--- config.mk ---
export PLATFORM = sky130hd
export DESIGN_NAME = calendar_time_validate_to_epoch_core
export DESIGN_NICKNAME = d
export VERILOG_FILES = /design/src/hdl/cte_pkg.sv /design/src/hdl/cte_front.sv /design/src/hdl/cte_fifo.sv /design/src/hdl/cte_back.sv /design/src/hdl/calendar_time_validate_to_epoch_core.sv
export SDC_FILE = /design/constraint.sdc
export NUM_CORES = 1
export LEC_CHECK = 0
export BUFFER_PORTS_ARGS = -buffer_cell sky130_fd_sc_hd__buf_2
export CAP_MARGIN = 40
export CORE_MARGIN = 2
export CORE_UTILIZATION = 60
export DETAILED_ROUTE_END_ITERATION = 10
export MAX_ROUTING_LAYER = met4
export PLACE_DENSITY = 0.78
export SETUP_SLACK_MARGIN = 0.2
export SYNTH_ARGS = -nofsm -noshare
export SYNTH_HDL_FRONTEND = slang
export SYNTH_SLANG_ARGS = --single-unit
--- constraint.sdc ---
create_clock -name i_clk -period 15.3 [get_ports i_clk]
set_input_delay 2.295 -clock i_clk [delete_from_list [all_inputs] [get_ports i_clk]]
set_output_delay 2.295 -clock i_clk [all_outputs]
set_load 0.02 [all_outputs]
--- src/hdl/cte_pkg.sv ---
`timescale 1ns / 1ps

package cte_pkg;

    typedef enum logic [1:0] {
        ST_OK,
        ST_INVALID,
        ST_UNSUPPORTED
    } t_status;

    typedef struct packed {
        logic [15:0]        year;
        logic [7:0]         month;
        logic [7:0]         day;
        logic [7:0]         hour;
        logic [7:0]         minute;
        logic [7:0]         second;
        logic [31:0]        nanosecond;
        logic signed [15:0] zone_minutes;
        logic [7:0]         daylight_flags;
    } t_cte_in;

    typedef struct packed {
        t_status     status;
        logic [31:0] epoch_seconds;
    } t_cte_out;

    // classified request handed from front to back
    typedef struct packed {
        t_status     status;
        logic [15:0] days;
        logic [31:0] adj;
    } t_cte_job;

    localparam logic [15:0] YEAR_MIN   = 16'd1900;
    localparam logic [15:0] YEAR_MAX   = 16'd9999;
    localparam logic [15:0] SUP_FIRST  = 16'd1970;
    localparam logic [15:0] SUP_LAST   = 16'd2105;
    localparam logic [31:0] NS_MAX     = 32'd999999999;
    localparam logic signed [15:0] ZONE_LIMIT = 16'sd1440;
    localparam logic signed [15:0] ZONE_NONE  = 16'sd2047;
    localparam logic [16:0] SECS_PER_DAY = 17'd86400;
    localparam logic [12:0] DIV100_MUL   = 13'd5243;
    localparam int          DIV100_SHIFT = 19;
    // 2100 is the only non-leap century year in the supported span
    localparam logic [7:0]  YOFF_2100  = 8'd130;

    function automatic logic [4:0] month_len(input logic [3:0] m);
        logic [4:0] len;
        case (m)
            4'd2:    len = 5'd29;
            4'd4:    len = 5'd30;
            4'd6:    len = 5'd30;
            4'd9:    len = 5'd30;
            4'd11:   len = 5'd30;
            default: len = 5'd31;
        endcase
        return len;
    endfunction

    function automatic logic [8:0] days_before_month(input logic [3:0] m);
        logic [8:0] d;
        case (m)
            4'd1:    d = 9'd0;
            4'd2:    d = 9'd31;
            4'd3:    d = 9'd59;
            4'd4:    d = 9'd90;
            4'd5:    d = 9'd120;
            4'd6:    d = 9'd151;
            4'd7:    d = 9'd181;
            4'd8:    d = 9'd212;
            4'd9:    d = 9'd243;
            4'd10:   d = 9'd273;
            4'd11:   d = 9'd304;
            4'd12:   d = 9'd334;
            default: d = 9'd0;
        endcase
        return d;
    endfunction

endpackage

--- src/hdl/cte_front.sv ---
`timescale 1ns / 1ps

module cte_front #(
    parameter int DEPTH = 4
) (
    input  logic                         i_clk,
    input  logic                         i_rst_n,
    input  logic                         i_req_valid,
    output logic                         o_req_stall,
    input  cte_pkg::t_cte_in             i_req,
    input  logic [$clog2(DEPTH+1)-1:0]   i_level,
    output logic                         o_push,
    output cte_pkg::t_cte_job            o_job
);
    import cte_pkg::*;

    localparam int CW = $clog2(DEPTH + 1);

    logic               accept;
    logic               zone_bad;
    logic               bad_a;
    logic [19:0]        tod_a;
    logic signed [22:0] zone_sec_a;
    logic [28:0]        q_prod;

    logic               r_a_valid;
    logic [15:0]        r_year;
    logic [3:0]         r_month;
    logic [4:0]         r_day;
    logic [19:0]        r_tod;
    logic signed [22:0] r_zone_sec;
    logic               r_dst;
    logic               r_bad;
    logic               r_feb29;
    logic [9:0]         r_q;

    logic [16:0] q100;
    logic        leap;
    logic        supported;
    logic [7:0]  yoff;
    logic [5:0]  leaps;
    logic [15:0] days;
    logic [31:0] zone_ext;
    logic [31:0] adj;

    assign o_req_stall = ((CW + 1)'(i_level) + (CW + 1)'(r_a_valid)) >= (CW + 1)'(DEPTH);
    assign accept      = i_req_valid && !o_req_stall;

    // stage A: range checks, time of day, zone in seconds, year / 100
    always_comb begin
        zone_bad = (i_req.zone_minutes != ZONE_NONE) &&
                   ((i_req.zone_minutes < -ZONE_LIMIT) || (i_req.zone_minutes > ZONE_LIMIT));
        bad_a = (i_req.year < YEAR_MIN) || (i_req.year > YEAR_MAX) ||
                (i_req.month == 8'd0) || (i_req.month > 8'd12) ||
                (i_req.day == 8'd0) || (i_req.day > 8'(month_len(i_req.month[3:0]))) ||
                (i_req.hour > 8'd23) || (i_req.minute > 8'd59) || (i_req.second > 8'd59) ||
                (i_req.nanosecond > NS_MAX) || zone_bad ||
                (i_req.daylight_flags[7:2] != 6'd0);
        tod_a = 20'(i_req.hour) * 20'd3600 + 20'(i_req.minute) * 20'd60
              + 20'(i_req.second);
        zone_sec_a = (i_req.zone_minutes == ZONE_NONE) ? 23'sd0
                   : 23'(i_req.zone_minutes) * 23'sd60;
        q_prod = 29'(i_req.year) * 29'(DIV100_MUL);
    end

    always_ff @(posedge i_clk) begin
        if (!i_rst_n) begin
            r_a_valid <= 1'b0;
        end else begin
            r_a_valid <= accept;
        end
        if (accept) begin
            r_year     <= i_req.year;
            r_month    <= i_req.month[3:0];
            r_day      <= i_req.day[4:0];
            r_tod      <= tod_a;
            r_zone_sec <= zone_sec_a;
            r_dst      <= i_req.daylight_flags[1];
            r_bad      <= bad_a;
            r_feb29    <= (i_req.month == 8'd2) && (i_req.day > 8'd28);
            r_q        <= 10'(q_prod >> DIV100_SHIFT);
        end
    end

    // stage B: leap rule, day count from 1970, UTC adjustment
    always_comb begin
        q100      = 17'(r_q) * 17'd100;
        leap      = (r_year[1:0] == 2'd0) && ((q100 != 17'(r_year)) || (r_q[1:0] == 2'd0));
        supported = (r_year >= SUP_FIRST) && (r_year <= SUP_LAST);
        yoff      = 8'(r_year - SUP_FIRST);
        leaps     = 6'((9'(yoff) + 9'd1) >> 2) - ((yoff > YOFF_2100) ? 6'd1 : 6'd0);
        days      = 16'(yoff) * 16'd365 + 16'(leaps) + 16'(days_before_month(r_month))
                  + ((leap && (r_month > 4'd2)) ? 16'd1 : 16'd0) + 16'(r_day) - 16'd1;
        zone_ext  = 32'(r_zone_sec);
        adj       = 32'(r_tod) - zone_ext - (r_dst ? 32'd3600 : 32'd0);

        o_job.days = days;
        o_job.adj  = adj;
        if (r_bad || (r_feb29 && !leap)) begin
            o_job.status = ST_INVALID;
        end else if (!supported) begin
            o_job.status = ST_UNSUPPORTED;
        end else begin
            o_job.status = ST_OK;
        end
    end

    assign o_push = r_a_valid;

endmodule

--- src/hdl/cte_fifo.sv ---
`timescale 1ns / 1ps

module cte_fifo #(
    parameter int DEPTH = 4
) (
    input  logic                         i_clk,
    input  logic                         i_rst_n,
    input  logic                         i_push,
    input  cte_pkg::t_cte_job            i_push_job,
    input  logic                         i_pop,
    output cte_pkg::t_cte_job            o_head_job,
    output logic                         o_nonempty,
    output logic [$clog2(DEPTH+1)-1:0]   o_level
);
    import cte_pkg::*;

    localparam int PW = (DEPTH > 1) ? $clog2(DEPTH) : 1;
    localparam int CW = $clog2(DEPTH + 1);

    t_cte_job          r_mem [DEPTH];
    logic [PW-1:0]     r_wr_ptr;
    logic [PW-1:0]     r_rd_ptr;
    logic [CW-1:0]     r_level;
    logic              do_pop;

    assign do_pop = i_pop && (r_level != '0);

    always_ff @(posedge i_clk) begin
        if (i_push) begin
            r_mem[r_wr_ptr] <= i_push_job;
        end
    end

    always_ff @(posedge i_clk) begin
        if (!i_rst_n) begin
            r_wr_ptr <= '0;
            r_rd_ptr <= '0;
            r_level  <= '0;
        end else begin
            if (i_push) begin
                r_wr_ptr <= (r_wr_ptr == PW'(DEPTH - 1)) ? '0 : r_wr_ptr + PW'(1);
            end
            if (do_pop) begin
                r_rd_ptr <= (r_rd_ptr == PW'(DEPTH - 1)) ? '0 : r_rd_ptr + PW'(1);
            end
            r_level <= r_level + CW'(i_push) - CW'(do_pop);
        end
    end

    assign o_head_job = r_mem[r_rd_ptr];
    assign o_nonempty = (r_level != '0);
    assign o_level    = r_level;

endmodule

--- src/hdl/cte_back.sv ---
`timescale 1ns / 1ps

module cte_back (
    input  logic                i_clk,
    input  logic                i_rst_n,
    input  logic                i_job_valid,
    input  cte_pkg::t_cte_job   i_job,
    output logic                o_pop,
    output logic                o_rsp_valid,
    input  logic                i_rsp_stall,
    output cte_pkg::t_cte_out   o_rsp
);
    import cte_pkg::*;

    logic        r_valid;
    t_cte_out    r_rsp;
    t_cte_out    n_rsp;
    logic [32:0] day_secs;

    assign o_pop = i_job_valid && (!r_valid || !i_rsp_stall);

    always_comb begin
        day_secs      = 33'(i_job.days) * 33'(SECS_PER_DAY);
        n_rsp.status  = i_job.status;
        n_rsp.epoch_seconds = (i_job.status == ST_OK) ? (32'(day_secs) + i_job.adj) : 32'd0;
    end

    always_ff @(posedge i_clk) begin
        if (!i_rst_n) begin
            r_valid <= 1'b0;
        end else if (o_pop) begin
            r_valid <= 1'b1;
        end else if (!i_rsp_stall) begin
            r_valid <= 1'b0;
        end
        if (o_pop) begin
            r_rsp <= n_rsp;
        end
    end

    assign o_rsp_valid = r_valid;
    assign o_rsp       = r_rsp;

endmodule

--- src/hdl/calendar_time_validate_to_epoch_core.sv ---
`timescale 1ns / 1ps
// Calendar time check and conversion to 32-bit Unix seconds.
// Request channel: i_req_valid / o_req_stall carry one broken-down time in
// i_req. Response channel: o_rsp_valid / i_rsp_stall carry status and
// epoch_seconds in o_rsp. A transfer happens on a rising edge with valid high
// and stall low. Every request gives exactly one response, in order.
// Status 0 is success, 1 a field out of range, 2 a year outside 1970..2105;
// epoch_seconds is zero unless status is 0.
// Path: the front-end stage A registers, the queue, then the back-end response register.
// Throughput: one request per cycle while o_req_stall is low; the day-to-seconds multiply in the back
// end and the one-stage front classifier each take one request per cycle.
// The front end stalls only when the queue plus its own stage would exceed
// FIFO_DEPTH entries, so a stalled response fills the queue before
// o_req_stall rises. A held response stays unchanged while i_rsp_stall is
// high. Reset (synchronous, active low) empties the pipeline and the queue;
// no request is lost or duplicated across a stall.
module calendar_time_validate_to_epoch_core #(
    parameter int FIFO_DEPTH = 4
) (
    input  logic                i_clk,
    input  logic                i_rst_n,
    input  logic                i_req_valid,
    output logic                o_req_stall,
    input  cte_pkg::t_cte_in    i_req,
    output logic                o_rsp_valid,
    input  logic                i_rsp_stall,
    output cte_pkg::t_cte_out   o_rsp
);
    import cte_pkg::*;

    localparam int CW = $clog2(FIFO_DEPTH + 1);

    logic          push;
    t_cte_job      push_job;
    logic          pop;
    t_cte_job      head_job;
    logic          nonempty;
    logic [CW-1:0] level;

    cte_front #(.DEPTH(FIFO_DEPTH)) u_front (
        .i_clk       (i_clk),
        .i_rst_n     (i_rst_n),
        .i_req_valid (i_req_valid),
        .o_req_stall (o_req_stall),
        .i_req       (i_req),
        .i_level     (level),
        .o_push      (push),
        .o_job       (push_job)
    );

    cte_fifo #(.DEPTH(FIFO_DEPTH)) u_fifo (
        .i_clk      (i_clk),
        .i_rst_n    (i_rst_n),
        .i_push     (push),
        .i_push_job (push_job),
        .i_pop      (pop),
        .o_head_job (head_job),
        .o_nonempty (nonempty),
        .o_level    (level)
    );

    cte_back u_back (
        .i_clk       (i_clk),
        .i_rst_n     (i_rst_n),
        .i_job_valid (nonempty),
        .i_job       (head_job),
        .o_pop       (pop),
        .o_rsp_valid (o_rsp_valid),
        .i_rsp_stall (i_rsp_stall),
        .o_rsp       (o_rsp)
    );

endmodule

# Word level (Yosys, flattened, before mapping)
# Memories as Yosys holds them, arrays and structs flattened. A register that Yosys moved wholly into a read port is not among the register bits.
# Index checks and enable logic that the tools add are counted.
[word_totals]
n_memories = 2
ram_bits = 200
mem_bits_ro = 144
wordCells = 123
latchBits = 0
output_inout_bits = 36
ff_bits = 124
in_bits = 116
[mem_list]
columns = ["name", "depth", "word_bits", "read_ports", "rd_clocked_by_memory_dff", "write_ports", "line", "source"]
rows = [
  ["u_fifo.r_mem", 4, 50, 1, 1, 1, "cte_fifo.sv:20", "t_cte_job r_mem [DEPTH];"],
  ["(name not given)", 16, 9, 1, 1, 0, "cte_pkg.sv:63", "case (m)"],
]
[classes]
reduce_logical = 36
multipliers = 7
addsub = 18
n_eq_ne = 12
div = 0
mux = 15
magnitude_cmp = 16
shifts = 0
bitwise = 0
[op_table]
columns = ["operator", "n"]
rows = [
  ["adder 32 bit", 1],
  ["> comparator 32 x 30 -> 1 bit (second input constant)", 1],
  ["subtractor 32 bit", 1],
  ["multiplier 16 x 13 -> 29 bit (second input constant)", 1],
  ["multiplier 16 x 10 -> 25 bit (second input constant)", 1],
  ["subtractor 21 x 23 -> 24 bit", 1],
  ["multiplier 16 x 5 -> 21 bit (second input constant)", 1],
  ["adder 20 x 14 -> 20 bit", 1],
  ["adder 20 x 8 -> 20 bit", 1],
  ["!= test 17 x 16 -> 1 bit", 1],
  ["adder 16 bit", 1],
  ["adder 16 x 5 -> 16 bit", 1],
  ["adder 16 x 6 -> 16 bit", 1],
  ["adder 16 x 9 -> 16 bit", 1],
  ["equality test 16 x 12 -> 1 bit (second input constant)", 1],
  [">= comparator 16 x 11 -> 1 bit (second input constant)", 1],
  ["> comparator 16 x 12 -> 1 bit (second input constant)", 1],
  ["> comparator 16 x 14 -> 1 bit (second input constant)", 1],
  ["> comparator 8 x 5 -> 1 bit (second input constant)", 2],
  ["> comparator 8 x 6 -> 1 bit (second input constant)", 2],
  ["<= comparator 16 x 12 -> 1 bit (second input constant)", 1],
  ["zero test 8 bit", 2],
  ["< comparator 16 x 11 -> 1 bit (second input constant)", 1],
  ["< comparator 16 x 12 -> 1 bit (second input constant)", 1],
  ["36 further kinds", 77],
]

# Longest topological paths before layout
[logic_depth]
depth_word = 12
mapped_depth = 31
ltp_nobuf = 31

# Modules after synthesis
# From an unflattened synthesis, not the netlist that was laid out.
[unflattened]
hier_cells = 2618
hier_area_um2 = 30031.3
[modules_own_cells]
columns = ["module", "area_each_um2", "n_inst", "cells_per_inst", "seq_area_each_um2"]
rows = [
  ["cte_front", 17147.7, 1, 1765, 2572.5],
  ["cte_fifo", 7732.4, 1, 306, 6185.9],
  ["cte_back", 5151.2, 1, 547, 1041.0],
]

# Worst setup path before layout
# Ideal clock, no wire load.
[synth_path]
kind = "register to register"
startpoint = "register u_front.r_q[2]"
endpoint = "memory u_fifo.r_mem[0][46] (netlist name) (data pin)"
arrival_ns = 7.523
n_path_buf = 0
stages_incl_launch_ff = 29
required_time_ns = 15.020
setup_slack_ns = 7.497
period_less_slack_ns = 7.803
setup_ns = 0.280
path_cell_list = "edfxtp_1 > ha_1 > ha_1 > fa_1 > ha_1 > a21o_1 > a21o_1 > a21o_1 > a2111oi_2 > o21ai_0 > nor3b_1 > o41ai_1 > nor2_1 > ha_1 > ha_1 > fa_1 > fa_1 > fa_1 > ha_1 > fa_1 > a21o_1 > a21oi_1 > o21bai_1 > a21oi_1 > nor2b_1 > o21a_1 > o31a_1 > o41ai_1 > xnor2_1"
[synth_lines]
columns = ["item", "line", "source"]
rows = [
  ["start: declaration", "cte_front.sv:35", "logic [9:0] r_q;"],
  ["start signal: assignment", "cte_front.sv:81", "r_q <= 10'(q_prod >> DIV100_SHIFT);"],
  ["end: declaration", "cte_fifo.sv:20", ""],
]

==> flow_summary_export.csv <==
group,metric,value,unit
logic_synthesis,synthFlopType,"edfxtp_1",
route,wl_per_cell,17.25,microns
finish,area_growth,9.925,%
global_routing,overflow,0,
logic_synthesis,ys_warn_count,0,
clock_tree,numCtsBuffers,36,
route,wirelength,59690,microns
logic_synthesis,synth_nets,3405,
logic_synthesis,async_flop_share,0,%
setup_path,required,15.55,ns
setup_path,critPathArrivalTime,8.84,ns
place,port_buffers,150,
floorplan,core.rowCount,81,
sta,worstMarginPinSlew,0.8116,ns
floorplan,ios,152,
sta,fin_crit_sh,56.10,%
sta,max_freq,116.5,MHz
route,first_pass_iters,7,
clock_tree,htreeDepth,2,
finish,fin_util,66.69,%
global_routing,grt_max_degree,51,
global_routing,grt_pass1_vias,20430,
finish,final_nets,3577,
min_path,hold_path_depth,2,
setup_path,cpMostUsedCell,"ha_1",
clock_tree,clock_latency,0.55,ns
job,drv_cap,0,
logic_synthesis,synth_edf_count,313,
sta,hold_viol,0,
finish,drive_above_1_share,11.31,%
floorplan,dieHeight,226.3,microns
floorplan,die-area,51190,sq um
sta,slew_headroom,44.35,%
clock_tree,path_clk_slew,0.06,ns
floorplan,start_util,60.67,%
sta,setup_viol_count_final,0,
clock_tree,post_cts_buffers,0,
setup_path,path_max_fanout,4,
finish,register_area,9804,sq um
route,ant_nets,0,
place,dp_hpwl,47410,microns
setup_path,crit_slowest_cell,"fa_1",
route,vias,19350,
setup_path,crit_type,"register to register",
logic_synthesis,ys_seq_elements,333,
logic_synthesis,syn_inst,2595,
clock_tree,cts_tree,"done",
setup_path,cp-start-kind,"register",
sta,final.min_clock_period,8.583,ns
route,vias_per_cell,5.594,
clock_tree,clock_sinks,333,
setup_path,cp-end-kind,"register",
place,gp_congestion,0.8903,
global_routing,grt_usage,24.88,%
logic_synthesis,ys_seq_area_share,33.06,%
floorplan,die_w,226.3,microns
route,drt-initial-drc-count,1270,
global_routing,antenna_found_initial,1,
sta,rsz0062_at_grt,"false",
clock_tree,cts_buffer_depth,3,
logic_synthesis,syn_area,29640,sq um
logic_synthesis,ys_types,89,
finish,multi_input_area,17970,sq um
min_path,hold_path_class,"register to register",
setup_path,reg2regPathDepth,28,
floorplan,core_area,48850,sq um
clock_tree,post_cts_resized,0,
setup_path,slowest_delay,0.55,ns
logic_synthesis,avgSynthCellArea,11.42,sq um
clock_tree,cts_root_buffer,"clkbuf_16",
sta,fin_setup_tns,0,ns
global_routing,grt_pass1_wl,98920,microns
sta,fin_worst_skew,0.03046,ns
route,drc,0,
outcome,outcome,"finished clean",
clock_tree,cts_hold_buf,0,
finish,num-fill-cells,3642,
sta,drv_slew,0,
-- synth_stat cells (6+ instances only) --
master / number / area share (%)
mux2i_1: 12 / 0.41
or2_2: 10 / 0.21
nor2_1: 128 / 1.6
o21a_1: 15 / 0.38
xnor2_1: 125 / 3.7
a21oi_1: 115 / 1.9
nand4_1: 22 / 0.46
nand3_1: 39 / 0.66
xor2_1: 57 / 1.7
clkbuf_1: 18 / 0.23
a211oi_1: 11 / 0.28
o21ai_0: 58 / 0.98
a21o_1: 57 / 1.4
nor3_1: 51 / 0.86
a31oi_1: 14 / 0.30
o41ai_1: 6 / 0.18
or3_1: 6 / 0.13
o211ai_1: 7 / 0.18
edfxtp_1: 313 / 32
o21bai_1: 20 / 0.51
o31ai_1: 8 / 0.20
nor2b_1: 27 / 0.57
nand2_1: 68 / 0.86
and2_1: 14 / 0.30
nand2b_1: 17 / 0.36
mux4_2: 50 / 3.8
and3_1: 10 / 0.21
inv_1: 473 / 6.0
fa_1: 210 / 14
o21ai_1: 11 / 0.19
dfxtp_1: 20 / 1.4
buf_1: 6 / 0.076
ha_1: 484 / 20
nor4_1: 9 / 0.19
-- cells in the final DEF, fill, tap and decap left out, types with 6 or more instances in the layout --
cell type	netlist	routed
a21o_1	57	57
clkbuf_16	0	38
nor2_1	128	128
o21bai_1	20	20
inv_1	473	472
bufinv_16	0	9
buf_2	3	150
clkinv_2	0	6
o21ai_1	11	11
o21a_1	15	15
nand4_1	22	22
xnor2_1	125	125
and3_1	10	10
a21oi_1	115	114
ha_1	484	484
a211oi_1	11	11
fa_1	210	210
o41ai_1	6	6
a31oi_1	14	14
nand2_1	68	68
or3_1	6	6
dfxtp_1	20	18
o211ai_1	7	7
buf_4	1	11
edfxtp_1	313	313
xor2_1	57	57
or2_2	10	10
nor2b_1	27	27
mux4_2	50	50
nor4_1	9	9
mux2i_1	12	12
o31ai_1	8	8
nand3_1	39	39
and2_1	14	10
nand2b_1	17	17
nor3_1	51	50
o21ai_0	58	58
-- cell families (layout without fill, tap and decap cells) --
kind of cell             Yosys count  count (layout)  synth area share [%]
AO/OA/AOI/OAI                    392             392                 8.891
AND/OR/NAND/NOR                  426             426                 7.231
adder cells (fa/ha/maj)          694             694                 34.62
other                              0               1                     0
buffers and inverters            501             701                 6.370
flip-flops                       333             333                 33.06
XOR/XNOR                         184             184                 5.509
multiplexers                      65              65                 4.319
-- layout make-up --
| class | count | area share (%) |
|---|---|---|
| Antenna cell | 1 | 0.007681 |
| Clock buffer | 38 | 2.919 |
| Clock inverter | 28 | 1.248 |
| Inverter | 473 | 5.450 |
| Multi-Input combinational cell | 1761 | 55.16 |
| Sequential cell | 333 | 30.09 |
| Tap cell | 664 | 2.550 |
| Timing Repair Buffer | 162 | 2.569 |
-- sequential cells by signal (all words and copies together), names as in the netlist, 3 cells and up, named ones only --
register            flops
u_front.r_year         16
u_fifo.r_mem          200
u_back.o_rsp           34
u_front.r_q            10
u_front.r_tod          20
u_front.r_day           5
u_front.r_month         4
u_front.r_zone_sec     21
u_fifo.o_level          3
-- through the flow --
stage | worst slack [ns] | std cells | hold slack [ns] | cell area (sq um)
after CTS | 6.701 | 3459 | 0.5095 | 32580
final | 6.717 | 3460 | 0.5107 | 32580
after floorplan | 7.497 | 2595 | 0.4587 | 29640
after detailed placement | 6.811 | 3393 | 0.4987 | 31220
after global routing | 6.203 | 3460 | 0.5181 | 32580
after global placement | 6.904 | 3391 | 0.4873 | 31210
-- metal layers --
layer	GRT usage (%)	vias up	routed length [microns]
li1	-	9377	-
met1	31.68	9439	26070
met2	42.71	435	29900
met3	2.488	103	2351
met4	6.812	0	1379
met5	-	-	0
-- critical path, delay by kind of cell, from the launching register on --
kind | cells | cell delay, ns
compound gates | 13 | 3.35
xor+xnor | 1 | 0.17
fa+ha+maj | 11 | 3.99
flops | 1 | 0.44
simple gates | 3 | 0.37
-- worst paths after layout --
kind                                    startpoint                   to  slack [ns]
worst max-delay path                u_front.r_q[2]  u_fifo.r_mem[0][46]        6.72
worst min-delay path            u_back.o_rsp_valid   u_back.o_rsp_valid        0.51
worst max register to register      u_front.r_q[2]  u_fifo.r_mem[0][46]        6.72
worst min register to register  u_back.o_rsp_valid   u_back.o_rsp_valid        0.51
Power is left out: the tool's default activity adds up to more than one toggle a clock period on the data nets, which glitch-free logic cannot reach.
